===== config.mk =====
export PLATFORM = sky130hd
export DESIGN_NAME = coap_message_parser
export DESIGN_NICKNAME = d
export VERILOG_FILES = /design/src/rtl/coap_pkg.sv /design/src/rtl/coap_message_parser.sv /design/src/rtl/coap_front.sv /design/src/rtl/coap_back.sv
export SDC_FILE = /design/constraint.sdc
export NUM_CORES = 1
export LEC_CHECK = 0
export BUFFER_PORTS_ARGS = -buffer_cell sky130_fd_sc_hd__buf_4
export CAP_MARGIN = 20
export CORE_MARGIN = 3
export CORE_UTILIZATION = 53
export DETAILED_ROUTE_END_ITERATION = 16
export GPL_TIMING_DRIVEN = 0
export PLACE_DENSITY = 0.71
export SLEW_MARGIN = 20
export SYNTH_ARGS = -nofsm -noshare
export SYNTH_HDL_FRONTEND = slang
export SYNTH_SLANG_ARGS = --single-unit

===== constraint.sdc =====
create_clock -name clk -period 10.6 [get_ports clk]
set_clock_uncertainty 0.1 [all_clocks]
set_input_delay 1.59 -clock clk [delete_from_list [all_inputs] [get_ports clk]]
set_output_delay 1.59 -clock clk [all_outputs]
set_load 0.05 [all_outputs]

===== src/rtl/coap_pkg.sv =====
package coap_pkg;

    localparam logic [2:0] KIND_FRAME   = 3'd0;
    localparam logic [2:0] KIND_HEADER  = 3'd1;
    localparam logic [2:0] KIND_TOKEN   = 3'd2;
    localparam logic [2:0] KIND_OPTION  = 3'd3;
    localparam logic [2:0] KIND_EMPTY   = 3'd4;
    localparam logic [2:0] KIND_PAYLOAD = 3'd5;
    localparam logic [2:0] KIND_ERROR   = 3'd6;

    localparam logic [2:0] ST_OK          = 3'd0;
    localparam logic [2:0] ST_TOO_SHORT   = 3'd1;
    localparam logic [2:0] ST_BAD_VERSION = 3'd2;
    localparam logic [2:0] ST_BAD_TKL     = 3'd3;
    localparam logic [2:0] ST_BAD_CLASS   = 3'd4;
    localparam logic [2:0] ST_BAD_FORMAT  = 3'd5;
    localparam logic [2:0] ST_OPT_LONG    = 3'd6;
    localparam logic [2:0] ST_PAY_LARGE   = 3'd7;

    localparam logic [1:0] PH_HEADER  = 2'd0;
    localparam logic [1:0] PH_TOKEN   = 2'd1;
    localparam logic [1:0] PH_OPTIONS = 2'd2;
    localparam logic [1:0] PH_PAYLOAD = 2'd3;

    localparam logic [2:0] SUB_HDR   = 3'd0;
    localparam logic [2:0] SUB_D8    = 3'd1;
    localparam logic [2:0] SUB_D16H  = 3'd2;
    localparam logic [2:0] SUB_D16L  = 3'd3;
    localparam logic [2:0] SUB_L8    = 3'd4;
    localparam logic [2:0] SUB_L16H  = 3'd5;
    localparam logic [2:0] SUB_L16L  = 3'd6;
    localparam logic [2:0] SUB_VALUE = 3'd7;

    localparam logic [3:0]  NIB_EXT8   = 4'd13;
    localparam logic [3:0]  NIB_EXT16  = 4'd14;
    localparam logic [3:0]  NIB_RSVD   = 4'd15;
    localparam logic [15:0] EXT8_BIAS  = 16'd13;
    localparam logic [15:0] EXT16_BIAS = 16'd269;
    localparam logic [3:0]  MAX_TKL    = 4'd8;
    localparam logic [7:0]  PAY_MARKER = 8'hFF;

    // result item as it leaves the parser
    typedef struct packed {
        logic [2:0]  item_kind;
        logic [7:0]  value_byte;
        logic [1:0]  msg_type;
        logic [3:0]  token_len;
        logic [7:0]  code_byte;
        logic [15:0] msg_id;
        logic [15:0] option_number;
        logic        option_end;
        logic        done_res;
        logic [2:0]  status;
    } coap_res_t;

    // classified byte from the front part
    typedef struct packed {
        logic [7:0] data_byte;
        logic       last_byte;
        logic [3:0] hi_nib;
        logic [3:0] lo_nib;
        logic       is_marker;
    } coap_item_t;

endpackage


===== src/rtl/coap_message_parser.sv =====
// CoAP message parser: one datagram byte per transfer on the slave stream,
// one result transfer per byte on the master stream.
// s_axis_tdata carries the byte and s_axis_tlast marks the final byte.
// m_axis_tdata/tuser/tlast carry the decoded result: item kind, echoed byte,
// header fields, absolute option number, option end, status; tlast is done.
// A byte's result passes through a queue entry and is then parsed and
// captured in the result register when the back takes it.
// The parser takes one byte per cycle while the receiver keeps up; the parse
// step is combinational and its state update feeds the next byte.
// A two-entry queue parts the front from the back and the result register
// holds a finished item while the next is taken, so a stalled receiver only
// backs up the queue; s_axis_tready falls once the queue is full.
// Reset clears parser state to the start of a datagram and loads
// max_payload_len 1024 and max_option_len 1034. Limits are written through
// cfg_we/cfg_addr/cfg_data, by the user only while the stream is idle; the block does not enforce it.
module coap_message_parser
    import coap_pkg::*;
#(
    parameter int LEN_WIDTH = 16
)
(
    input  logic        clk,
    input  logic        rst_n,
    input  logic        s_axis_tvalid,
    output logic        s_axis_tready,
    input  logic [7:0]  s_axis_tdata,   // [7:0] data_byte
    input  logic        s_axis_tlast,
    output logic        m_axis_tvalid,
    input  logic        m_axis_tready,
    // [7:0] value_byte, [9:8] msg_type, [13:10] token_len, [21:14] code_byte,
    // [37:22] msg_id, [53:38] option_number, [55:54] zero fill
    output logic [55:0] m_axis_tdata,
    // [2:0] item_kind, [3] option_end, [6:4] status
    output logic [6:0]  m_axis_tuser,
    output logic        m_axis_tlast,
    input  logic        cfg_we,
    input  logic        cfg_addr,
    input  logic [15:0] cfg_data
);

    localparam logic CFG_MAX_PAYLOAD = 1'b0;
    localparam logic CFG_MAX_OPTION  = 1'b1;

    logic [15:0] max_pay_reg;
    logic [15:0] max_opt_reg;
    logic        q_valid;
    logic        q_ready;
    coap_item_t  q_item;
    coap_res_t   res;

    // configuration registers
    always_ff @(posedge clk or negedge rst_n)
    begin
        if (!rst_n)
        begin
            max_pay_reg <= 16'd1024;
            max_opt_reg <= 16'd1034;
        end
        else if (cfg_we)
        begin
            case (cfg_addr)
                CFG_MAX_PAYLOAD: max_pay_reg <= cfg_data;
                CFG_MAX_OPTION:  max_opt_reg <= cfg_data;
                default:         max_pay_reg <= max_pay_reg;
            endcase
        end
    end

    coap_front u_front (
        .clk     (clk),
        .rst_n   (rst_n),
        .s_valid (s_axis_tvalid),
        .s_ready (s_axis_tready),
        .s_byte  (s_axis_tdata),
        .s_last  (s_axis_tlast),
        .q_valid (q_valid),
        .q_ready (q_ready),
        .q_item  (q_item)
    );

    coap_back #(.LEN_WIDTH(LEN_WIDTH)) u_back (
        .clk             (clk),
        .rst_n           (rst_n),
        .q_valid         (q_valid),
        .q_ready         (q_ready),
        .q_item          (q_item),
        .max_payload_len (max_pay_reg),
        .max_option_len  (max_opt_reg),
        .m_valid         (m_axis_tvalid),
        .m_ready         (m_axis_tready),
        .m_res           (res)
    );

    // result packing
    assign m_axis_tdata = {2'b00, res.option_number, res.msg_id, res.code_byte,
                           res.token_len, res.msg_type, res.value_byte};
    assign m_axis_tuser = {res.status, res.option_end, res.item_kind};
    assign m_axis_tlast = res.done_res;

endmodule


===== src/rtl/coap_front.sv =====
module coap_front
    import coap_pkg::*;
(
    input  logic       clk,
    input  logic       rst_n,
    input  logic       s_valid,
    output logic       s_ready,
    input  logic [7:0] s_byte,
    input  logic       s_last,
    output logic       q_valid,
    input  logic       q_ready,
    output coap_item_t q_item
);

    // two-entry queue between front and back
    coap_item_t mem_reg [2];
    logic       wr_ptr_reg, wr_ptr_next;
    logic       rd_ptr_reg, rd_ptr_next;
    logic [1:0] cnt_reg, cnt_next;
    logic       push, pop;
    coap_item_t cls;

    // classify the incoming byte
    always_comb
    begin
        cls.data_byte = s_byte;
        cls.last_byte = s_last;
        cls.hi_nib    = s_byte[7:4];
        cls.lo_nib    = s_byte[3:0];
        cls.is_marker = (s_byte == PAY_MARKER);
    end

    assign s_ready = (cnt_reg != 2'd2);
    assign push    = s_valid && s_ready;
    assign q_valid = (cnt_reg != 2'd0);
    assign pop     = q_valid && q_ready;
    assign q_item  = mem_reg[rd_ptr_reg];

    always_comb
    begin
        wr_ptr_next = wr_ptr_reg ^ push;
        rd_ptr_next = rd_ptr_reg ^ pop;
        cnt_next    = cnt_reg + {1'b0, push} - {1'b0, pop};
    end

    always_ff @(posedge clk or negedge rst_n)
    begin
        if (!rst_n)
        begin
            wr_ptr_reg <= 1'b0;
            rd_ptr_reg <= 1'b0;
            cnt_reg    <= 2'd0;
        end
        else
        begin
            wr_ptr_reg <= wr_ptr_next;
            rd_ptr_reg <= rd_ptr_next;
            cnt_reg    <= cnt_next;
        end
    end

    always_ff @(posedge clk)
    begin
        if (push)
        begin
            mem_reg[wr_ptr_reg] <= cls;
        end
    end

    // queue never overfills or underflows
    assert property (@(posedge clk) disable iff (!rst_n) cnt_reg <= 2'd2)
        else $error("queue count out of range");
    assert property (@(posedge clk) disable iff (!rst_n)
        (cnt_reg == 2'd0) |-> !pop)
        else $error("pop from empty queue");
    assert property (@(posedge clk) disable iff (!rst_n)
        (push && !pop) |=> (cnt_reg == $past(cnt_reg) + 2'd1))
        else $error("queue count did not grow");

endmodule


===== src/rtl/coap_back.sv =====
module coap_back
    import coap_pkg::*;
#(
    parameter int LEN_WIDTH = 16
)
(
    input  logic        clk,
    input  logic        rst_n,
    input  logic        q_valid,
    output logic        q_ready,
    input  coap_item_t  q_item,
    input  logic [15:0] max_payload_len,
    input  logic [15:0] max_option_len,
    output logic        m_valid,
    input  logic        m_ready,
    output coap_res_t   m_res
);

    logic [1:0]           phase_reg, phase_next;
    logic [2:0]           hcnt_reg, hcnt_next;
    logic [29:0]          hdr_reg, hdr_next;
    logic [3:0]           tok_reg, tok_next;
    logic [2:0]           sub_reg, sub_next;
    logic [3:0]           lnib_reg, lnib_next;
    logic [7:0]           ext_reg, ext_next;
    logic [15:0]          delta_reg, delta_next;
    logic [15:0]          optnum_reg, optnum_next;
    logic [LEN_WIDTH-1:0] vleft_reg, vleft_next;
    logic                 ptl_reg, ptl_next;
    logic [16:0]          pcnt_reg, pcnt_next;
    logic [2:0]           err_reg, err_next;
    logic                 outv_reg;
    coap_res_t            res_reg, res_next;

    logic                 take;
    logic [7:0]           b;
    logic [2:0]           kind;
    logic [7:0]           vb;
    logic                 oend;
    logic                 do_len;
    logic [15:0]          len16;
    logic [LEN_WIDTH-1:0] len;
    logic [15:0]          dsel;
    logic [15:0]          ext16;
    logic [2:0]           st;

    assign q_ready = !outv_reg || m_ready;
    assign take    = q_valid && q_ready;
    assign m_valid = outv_reg;
    assign m_res   = res_reg;
    assign b       = q_item.data_byte;
    assign ext16   = {ext_reg, b} + EXT16_BIAS;

    // per-byte parse step
    always_comb
    begin
        phase_next  = phase_reg;
        hcnt_next   = hcnt_reg;
        hdr_next    = hdr_reg;
        tok_next    = tok_reg;
        sub_next    = sub_reg;
        lnib_next   = lnib_reg;
        ext_next    = ext_reg;
        delta_next  = delta_reg;
        optnum_next = optnum_reg;
        vleft_next  = vleft_reg;
        ptl_next    = ptl_reg;
        pcnt_next   = pcnt_reg;
        err_next    = err_reg;
        kind        = KIND_FRAME;
        vb          = 8'd0;
        oend        = 1'b0;
        do_len      = 1'b0;
        len16       = 16'd0;
        dsel        = delta_reg;
        st          = ST_OK;

        if (phase_reg == PH_HEADER)
        begin
            hcnt_next = hcnt_reg + 3'd1;
            case (hcnt_reg[1:0])
                2'd0:
                begin
                    hdr_next[29:24] = b[5:0];
                    if (b[7:6] != 2'd1)
                    begin
                        if (err_next == ST_OK) err_next = ST_BAD_VERSION;
                    end
                    else if (b[3:0] > MAX_TKL)
                    begin
                        if (err_next == ST_OK) err_next = ST_BAD_TKL;
                    end
                end
                2'd1:
                begin
                    hdr_next[23:16] = b;
                    if (b[7:5] == 3'd1 || b[7:5] > 3'd5)
                    begin
                        if (err_next == ST_OK) err_next = ST_BAD_CLASS;
                    end
                end
                2'd2:
                begin
                    hdr_next[15:8] = b;
                end
                default:
                begin
                    hdr_next[7:0] = b;
                    kind          = KIND_HEADER;
                    tok_next      = hdr_reg[27:24];
                    phase_next    = (hdr_reg[27:24] != 4'd0) ? PH_TOKEN : PH_OPTIONS;
                    sub_next      = SUB_HDR;
                end
            endcase
        end
        else if (err_reg == ST_OK)
        begin
            if (phase_reg == PH_TOKEN)
            begin
                kind     = KIND_TOKEN;
                vb       = b;
                tok_next = tok_reg - 4'd1;
                if (tok_reg == 4'd1) phase_next = PH_OPTIONS;
            end
            else if (phase_reg == PH_OPTIONS)
            begin
                case (sub_reg)
                    SUB_HDR:
                    begin
                        if (q_item.is_marker)
                        begin
                            phase_next = PH_PAYLOAD;
                            pcnt_next  = 17'd0;
                        end
                        else
                        begin
                            lnib_next = q_item.lo_nib;
                            if (q_item.hi_nib == NIB_RSVD)
                                err_next = ST_BAD_FORMAT;
                            else if (q_item.hi_nib == NIB_EXT8)
                                sub_next = SUB_D8;
                            else if (q_item.hi_nib == NIB_EXT16)
                                sub_next = SUB_D16H;
                            else
                            begin
                                dsel       = {12'd0, q_item.hi_nib};
                                delta_next = dsel;
                                if (q_item.lo_nib == NIB_RSVD)
                                    err_next = ST_BAD_FORMAT;
                                else if (q_item.lo_nib == NIB_EXT8)
                                    sub_next = SUB_L8;
                                else if (q_item.lo_nib == NIB_EXT16)
                                    sub_next = SUB_L16H;
                                else
                                begin
                                    do_len = 1'b1;
                                    len16  = {12'd0, q_item.lo_nib};
                                end
                            end
                        end
                    end
                    SUB_D8, SUB_D16L:
                    begin
                        dsel = (sub_reg == SUB_D8) ? ({8'd0, b} + EXT8_BIAS) : ext16;
                        delta_next = dsel;
                        if (lnib_reg == NIB_RSVD)
                            err_next = ST_BAD_FORMAT;
                        else if (lnib_reg == NIB_EXT8)
                            sub_next = SUB_L8;
                        else if (lnib_reg == NIB_EXT16)
                            sub_next = SUB_L16H;
                        else
                        begin
                            do_len = 1'b1;
                            len16  = {12'd0, lnib_reg};
                        end
                    end
                    SUB_D16H, SUB_L16H:
                    begin
                        ext_next = b;
                        sub_next = (sub_reg == SUB_D16H) ? SUB_D16L : SUB_L16L;
                    end
                    SUB_L8:
                    begin
                        do_len = 1'b1;
                        len16  = {8'd0, b} + EXT8_BIAS;
                    end
                    SUB_L16L:
                    begin
                        do_len = 1'b1;
                        len16  = ext16;
                    end
                    default:
                    begin
                        kind       = KIND_OPTION;
                        vb         = b;
                        vleft_next = vleft_reg - 1'b1;
                        if (vleft_reg == LEN_WIDTH'(1))
                        begin
                            if (ptl_reg)
                                err_next = ST_OPT_LONG;
                            else
                                oend = 1'b1;
                            ptl_next = 1'b0;
                            sub_next = SUB_HDR;
                        end
                    end
                endcase
                if (do_len)
                begin
                    optnum_next = optnum_reg + dsel;
                    if (len == '0)
                    begin
                        kind     = KIND_EMPTY;
                        oend     = 1'b1;
                        sub_next = SUB_HDR;
                    end
                    else
                    begin
                        vleft_next = len;
                        ptl_next   = ({{(32-LEN_WIDTH){1'b0}}, len} >
                                      {16'd0, max_option_len});
                        sub_next   = SUB_VALUE;
                    end
                end
            end
            else
            begin
                if (!pcnt_reg[16]) pcnt_next = pcnt_reg + 17'd1;
                if (pcnt_next > {1'b0, max_payload_len})
                    err_next = ST_PAY_LARGE;
                else
                begin
                    kind = KIND_PAYLOAD;
                    vb   = b;
                end
            end
        end

        if (err_next != ST_OK)
        begin
            kind = KIND_ERROR;
            vb   = 8'd0;
            oend = 1'b0;
        end

        // end-of-datagram verdict
        st = err_next;
        if (q_item.last_byte)
        begin
            if (hcnt_next < 3'd4)
                st = ST_TOO_SHORT;
            else if (st == ST_OK)
            begin
                if (phase_next == PH_TOKEN)
                    st = ST_TOO_SHORT;
                else if (phase_next == PH_OPTIONS && sub_next != SUB_HDR)
                    st = ST_TOO_SHORT;
                else if (phase_next == PH_PAYLOAD && pcnt_next == 17'd0)
                    st = ST_BAD_FORMAT;
            end
        end

        res_next.item_kind     = kind;
        res_next.value_byte    = vb;
        res_next.msg_type      = hdr_next[29:28];
        res_next.token_len     = hdr_next[27:24];
        res_next.code_byte     = hdr_next[23:16];
        res_next.msg_id        = hdr_next[15:0];
        res_next.option_number = optnum_next;
        res_next.option_end    = oend;
        res_next.done_res      = q_item.last_byte;
        res_next.status        = st;
    end

    // option length kept to the configured width
    generate
        if (LEN_WIDTH >= 16)
        begin : g_len_wide
            assign len = LEN_WIDTH'(len16);
        end
        else
        begin : g_len_narrow
            assign len = len16[LEN_WIDTH-1:0];
        end
    endgenerate

    always_ff @(posedge clk or negedge rst_n)
    begin
        if (!rst_n)
        begin
            phase_reg  <= PH_HEADER;
            hcnt_reg   <= 3'd0;
            hdr_reg    <= 30'd0;
            tok_reg    <= 4'd0;
            sub_reg    <= SUB_HDR;
            lnib_reg   <= 4'd0;
            ext_reg    <= 8'd0;
            delta_reg  <= 16'd0;
            optnum_reg <= 16'd0;
            vleft_reg  <= '0;
            ptl_reg    <= 1'b0;
            pcnt_reg   <= 17'd0;
            err_reg    <= ST_OK;
            outv_reg   <= 1'b0;
        end
        else
        begin
            if (take)
            begin
                if (q_item.last_byte)
                begin
                    phase_reg  <= PH_HEADER;
                    hcnt_reg   <= 3'd0;
                    hdr_reg    <= 30'd0;
                    tok_reg    <= 4'd0;
                    sub_reg    <= SUB_HDR;
                    lnib_reg   <= 4'd0;
                    ext_reg    <= 8'd0;
                    delta_reg  <= 16'd0;
                    optnum_reg <= 16'd0;
                    vleft_reg  <= '0;
                    ptl_reg    <= 1'b0;
                    pcnt_reg   <= 17'd0;
                    err_reg    <= ST_OK;
                end
                else
                begin
                    phase_reg  <= phase_next;
                    hcnt_reg   <= hcnt_next;
                    hdr_reg    <= hdr_next;
                    tok_reg    <= tok_next;
                    sub_reg    <= sub_next;
                    lnib_reg   <= lnib_next;
                    ext_reg    <= ext_next;
                    delta_reg  <= delta_next;
                    optnum_reg <= optnum_next;
                    vleft_reg  <= vleft_next;
                    ptl_reg    <= ptl_next;
                    pcnt_reg   <= pcnt_next;
                    err_reg    <= err_next;
                end
            end
            if (take)
                outv_reg <= 1'b1;
            else if (m_ready)
                outv_reg <= 1'b0;
        end
    end

    always_ff @(posedge clk)
    begin
        if (take)
        begin
            res_reg <= res_next;
        end
    end

    // header phase never outlasts four bytes
    assert property (@(posedge clk) disable iff (!rst_n)
        (phase_reg == PH_HEADER) |-> (hcnt_reg < 3'd4))
        else $error("header count overran");
    // an error result never carries a byte
    assert property (@(posedge clk) disable iff (!rst_n)
        (m_valid && m_res.item_kind == KIND_ERROR) |-> (m_res.value_byte == 8'd0))
        else $error("error result carries data");
    // once latched an error holds until the datagram ends; checked here on cycles with no byte taken
    assert property (@(posedge clk) disable iff (!rst_n)
        ($past(err_reg) != ST_OK && !$past(take)) |-> (err_reg == $past(err_reg)))
        else $error("error code changed while idle");

endmodule

Yosys cells after proc, flatten, opt, wreduce, memory -nomap -nowiden
Memory sizes are Yosys's and may differ from the RTL's.
Cells that the tools add are included.
- register bits after elaboration: 222
- RAM bits: 36
- input port bits: 31
- output and inout port bits: 66
- word-level logic and storage cells: 303
- memories kept: 1
- memories (memory ; depth ; width ; read ports ; clocked after Yosys merged registers in ; write ports ; line ; source):
    u_front.mem_reg ; 2 ; 18 ; 1 ; 0 ; 1 ; coap_front.sv:16 ; coap_item_t mem_reg [2];
- $add $sub $neg: 9
- order comparisons: 5
- equal/unequal tests: 32
- mux-type cells: 183
- bitwise gates (word level): 5
- reductions and logical operators: 39
- operators with widths (operator ; number):
    $mux W16 ; 36
    $mux W17 ; 12
    $mux W3 ; 55
    $mux W8 ; 13
    $pmux W16 S4 ; 1
    $mux W30 ; 2
    $mux W4 ; 14
    $eq A4 B4 Y1 const B ; 9
    $mux W1 ; 33
    $pmux W16 S2 ; 1
    $mux W2 ; 11
    $add A17 B1 Y17 const B ; 1
    $gt A17 B16 Y1 ; 1
    $logic_not A17 Y1 ; 1
    $add A16 B16 Y16 ; 1
    $add A16 B9 Y16 const B ; 1
    $eq A16 B1 Y1 const B ; 1
    $gt A16 B16 Y1 ; 1
    $logic_not A16 Y1 ; 1
    $sub A16 B1 Y16 const B ; 1
    $pmux W3 S4 ; 1
    $reduce_bool A2 Y1 ; 6
    $reduce_bool A3 Y1 ; 4
    $add A8 B4 Y9 const B ; 1
    39 further kinds ; 65

Logic depth before layout (Yosys ltp)
An unclocked memory read counts as a cell.
- depth in word-level cells: 28
- gate-level depth with buffers: 22
- gate-level depth less buffers: 19

By module
Synthesis repeated with hierarchy kept, for this count alone.
- cells, all modules: 1368
- area total of the unflattened synthesis: 13867.0 um^2
- modules (own cells, without submodules) (module ; instances ; cells each ; area an instance (um^2)):
    coap_back ; 1 ; 1231 ; 11567.3
    coap_message_parser ; 1 ; 72 ; 1276.2
    coap_front ; 1 ; 65 ; 1023.5

Worst setup path before layout
No wires, ideal clock.
- path kind: in2reg
- from: in m_axis_tready
- to: reg u_back.optnum_reg[8]
- setup time: 0.124 ns
- data arrival time: 5.098 ns
- required time: 10.376 ns
- slack: 5.278 ns
- stages: 7
- cell sequence: nand2b_1 o21ai_0 clkbuf_1 inv_1 clkbuf_1 o21ai_0 a32o_1
- word-level cells in the longest chain between the ends: 2
- ends and longest elaborated chain (element ; line ; source):
    start, declared ; coap_message_parser.sv:29 ; input logic m_axis_tready,
    $logic_or A1 B1 Y1 ; coap_back.sv:47 ; assign q_ready = !outv_reg || m_ready;
    $logic_and A1 B1 Y1 ; coap_back.sv:48 ; assign take = q_valid && q_ready;
    via u_back.take ; coap_back.sv:35 ; logic take;
    end signal, assigned ; coap_back.sv:337 ; optnum_reg <= optnum_next;
    end, declared ; coap_back.sv:27 ; logic [15:0] optnum_reg, optnum_next;
The timed path passes the listed nets, and every way through them passes these cells.
A chain may end at the register's enable or synchronous reset.

Worst setup path in the final report
- from: reg u_front.rd_ptr_reg
- to: reg u_back.res_reg, in the netlist u_back.m_res[20] (data pin)
- word-level cells in the longest chain between the ends: 19
- ends and longest elaborated chain (element ; line ; source):
    start, declared ; coap_front.sv:18 ; logic rd_ptr_reg, rd_ptr_next;
    start signal, assigned ; coap_front.sv:57 ; rd_ptr_reg <= rd_ptr_next;
    $mem_v2 Z2 W18 (*) ; n/a ;
    parallel branches: the longest is 13 deep, another holds $add A16 B9 Y16 ; n/a ;
    $mux W16 (*) ; coap_back.sv:209 ; if (do_len)
    $mux W16 (*) ; coap_back.sv:125 ; else if (phase_reg == PH_OPTIONS)
    $mux W16 (*) ; coap_back.sv:118 ; if (phase_reg == PH_TOKEN)
    $mux W16 (*) ; coap_back.sv:116 ; else if (err_reg == ST_OK)
    $mux W16 (*) ; coap_back.sv:78 ; if (phase_reg == PH_HEADER)
    via u_back.optnum_next[15] ; coap_back.sv:27 ;
    end signal, assigned ; coap_back.sv:355 ; res_reg <= res_next;
    end, declared ; coap_back.sv:33 ; coap_res_t res_reg, res_next;
Mark *: on every way through the listed nets, which the timed path passes. The select of a mux whose other input is x is not followed.

==> reports/results.ini <==
[run_status]
outcome = completed

[power_and_ir_drop]
peakVddDrop_uv = 223
p_per_area_mw_per_mm2 = 281
p_int_mw = 2.46
sw_frac_of_total = 0.452
p_sw_mw = 2.03
total_power_mw = 4.50
power_frac_comb = 0.472
p_leak_nw = 6.82
pwr-share-seq = 0.309
clkPwrFrac = 0.220

[sta]
fin_crit_ns = 6.15
timing.final.crit_share = 0.580
worst_pin_slew_ns = 1.19
finalMaxSlewViolations = 0
fmax_ghz = 0.163
hold_violations = 0
slew_headroom = 0.188
rsz0062_at_grt = false
setup_viol = 0
final.setup.tns_ns = 0

[worst_setup_path]
slowest_stage = mux2i_2
critPathKind = reg -> reg
arrival_ns = 6.34
critPathMaxFanout = 11
path_cells = buf_6 > buf_6 > mux2i_2 > inv_1 > ha_1 > buf_2 > nor4b_1 > or2_1 > clkbuf_1 > xnor2_1 > o21ai_0 > ha_1 > inv_1 > o21ai_0 > nand2_1 > o311ai_0 > nand4_1 > nand2_1 > xnor2_1
cp_top_family = simple AND/OR/NAND/NOR gates
worst_setup_path_start_kind = register
critPathMaxStageDelay_ns = 0.99
required_ns = 10.79
worstSetupEndpointType = register
cp_num_buf_inv = 6

[placement]
dp.final_hpwl_mm = 30.1
numPortBuffers = 94
gp_congestion = 0.954
dpl.cell_count = 1852

[clocking]
clock_path_buffers = 3
clkLatencyLatePin_ns = 0.57
cts_sinks = 242
numCtsBuffers = 27
postCtsSetupBuffers = 0
clk_pin_slew_ns = 0.06
cts_tree = built
cts_resized = 0
h-tree-depth = 1
holdBufCountCts = 0
cts_root_buf = clkbuf_16

[synth]
yosys_warnings = 0
async_flop_share = 0.661
syn_avg_cell_area_sq_um = 9.71
synth_largest_area_cell = dfrtp_1
synth_seq_cells = 242
syn_area_sq_mm = 0.0138
yosys-top-cells-area = dfrtp_1 28%, edfxtp_1 18%, ha_1 5.8%
synth_top_cell_area_share = 0.283
netlist_instances = 1423
synth-edff-count = 82
ys_types = 96
ys_seq_area_frac = 0.468
yosys_most_used_dff = dfrtp_1

[route]
wl_per_cell_microns = 21.6
route.detailed.drc = 0
viasPerCell = 6.33
ant_nets = 0
drt_iter0_drc = 1513
via_count = 12000
first_pass_iters = 6
routed_wl_mm = 41.1

[floorplan]
die_area_sq_mm = 0.0280
io-pin-count = 97
core_sq_mm = 0.0254
start_util = 0.544
die_w_microns = 167
num_rows = 58
dieHeight_microns = 167

[cells_and_area]
nNetsFinal = 1647
drive_gt1_frac = 0.138
area_delta_synth_final_pct = 15.7
antenna_cells = 0
layout_commonest_cell = dfrtp_1
largest_reg_flops = 62
layout_common_cells = 156 x dfrtp_1, 155 x nand2_1, 125 x nor2_1
fin_cells = 1902

[grt]
grt_pass1_vias = 11300
grt_max_degree = 88
antenna_found_initial = 0
grt_usage = 0.286
overflow = 0
grt_pass1_wl_mm = 64.2

[min_path]
hold_class = reg -> reg

[job]
cap_violations = 0

[cells in the mapped netlist (all sizes together), types with 5 or more instances]
cell type / instances
nor3: 28
o211ai: 6
or4: 11
a21o: 14
o21bai: 8
a31oi: 15
dfrtp: 156
nor2: 125
edfxtp: 82
xor2: 9
o31ai: 17
ha: 64
clkbuf: 64
xnor2: 28
nor4: 8
and3: 10
or3: 6
o22ai: 10
nand3: 25
o21ai: 118
a21oi: 93
nor2b: 13
inv: 70
and2: 18
mux2: 33
nand4: 15
mux2i: 12
a22o: 80
nand2b: 16
buf: 14
a22oi: 5
o21a: 10
nor4b: 5
nand2: 155
[per-layer routing]
layer / vias to the layer above / track usage / share of wire
li1: 5447 / - / -
met1: 5918 / 0.429 / 0.44
met2: 596 / 0.434 / 0.44
met3: 83 / 0.0430 / 0.090
met4: 0 / 0.0840 / 0.032
met5: - / 0 / 0
[cells by family after synthesis]
logic type / after synthesis / share of synthesized area
and+or+nand+nor: 454 / 0.158
adders and majority gates: 65 / 0.0594
xor gates and xnor gates: 37 / 0.0235
other: 1 / 0.000271
AOI/OAI and AO/OA: 430 / 0.211
muxes: 45 / 0.0372
buffers and inverters: 149 / 0.0430
DFF: 242 / 0.468
[area by class of cell]
cell class	instances	area, sq um
flip-flops and latches	242	6470
repair buffers	98	800
clock buffers	31	711
plain buffers	78	332
fillers	2145	9420
well taps	330	413
multi-input cells	1033	6760
clock inverters	19	224
inverters	71	267
[path summary, 6_finish.rpt]
| check | endpoint | startpoint | slack (ns) | cells past startpoint |
|---|---|---|---|---|
| max | u_back.m_res[20] | u_front.rd_ptr_reg | 4.45 | 19 |
| min | u_back.m_valid | u_front.cnt_reg[0] | 0.39 | 2 |
| max reg2reg | u_back.m_res[20] | u_front.rd_ptr_reg | 4.45 | 19 |
| min reg2reg | u_back.m_valid | u_front.cnt_reg[0] | 0.39 | 2 |
| max in group asynchronous | u_back.lnib_reg[2] | rst_n | 8.67 | 3 |
| min in group asynchronous | max_pay_reg[8] | rst_n | 0.73 | 1 |
[stage by stage]
stage	instance area, sq um	hold slack [ns]	setup WS [ns]	utilization
after global routing	16000	0.423	4.33	0.629
final	16000	0.387	4.45	0.629
after floorplan	13800	0.360	5.28	-
after detailed placement	15000	0.380	4.74	0.592
after CTS	16000	0.394	4.72	0.629
after global placement	14900	0.385	2.99	0.588
[worst reg2reg max path, cell delays in order, from the launching register on]
cell      delay [ns]
dfrtp_1         0.37
buf_6           0.17
buf_6           0.18
mux2i_2         0.99
inv_1           0.25
ha_1            0.27
buf_2           0.19
nor4b_1         0.40
or2_1           0.16
clkbuf_1        0.27
xnor2_1         0.32
o21ai_0         0.23
ha_1            0.32
inv_1           0.06
o21ai_0         0.32
nand2_1         0.23
o311ai_0        0.58
nand4_1         0.21
nand2_1         0.18
xnor2_1         0.09
[power by group through the flow]
stage / Clock (mW) / Combinational, mW / Sequential, mW
2_1_floorplan: 0 / 1.04 / 1.75
3_3_place_gp: 0 / 2.02 / 1.40
3_5_place_dp: 0 / 2.07 / 1.40
4_1_cts: 0.997 / 2.09 / 1.39
5_1_grt: 1.03 / 2.25 / 1.42
6_report: 0.988 / 2.12 / 1.39
(Power assumes the default switching activity.)
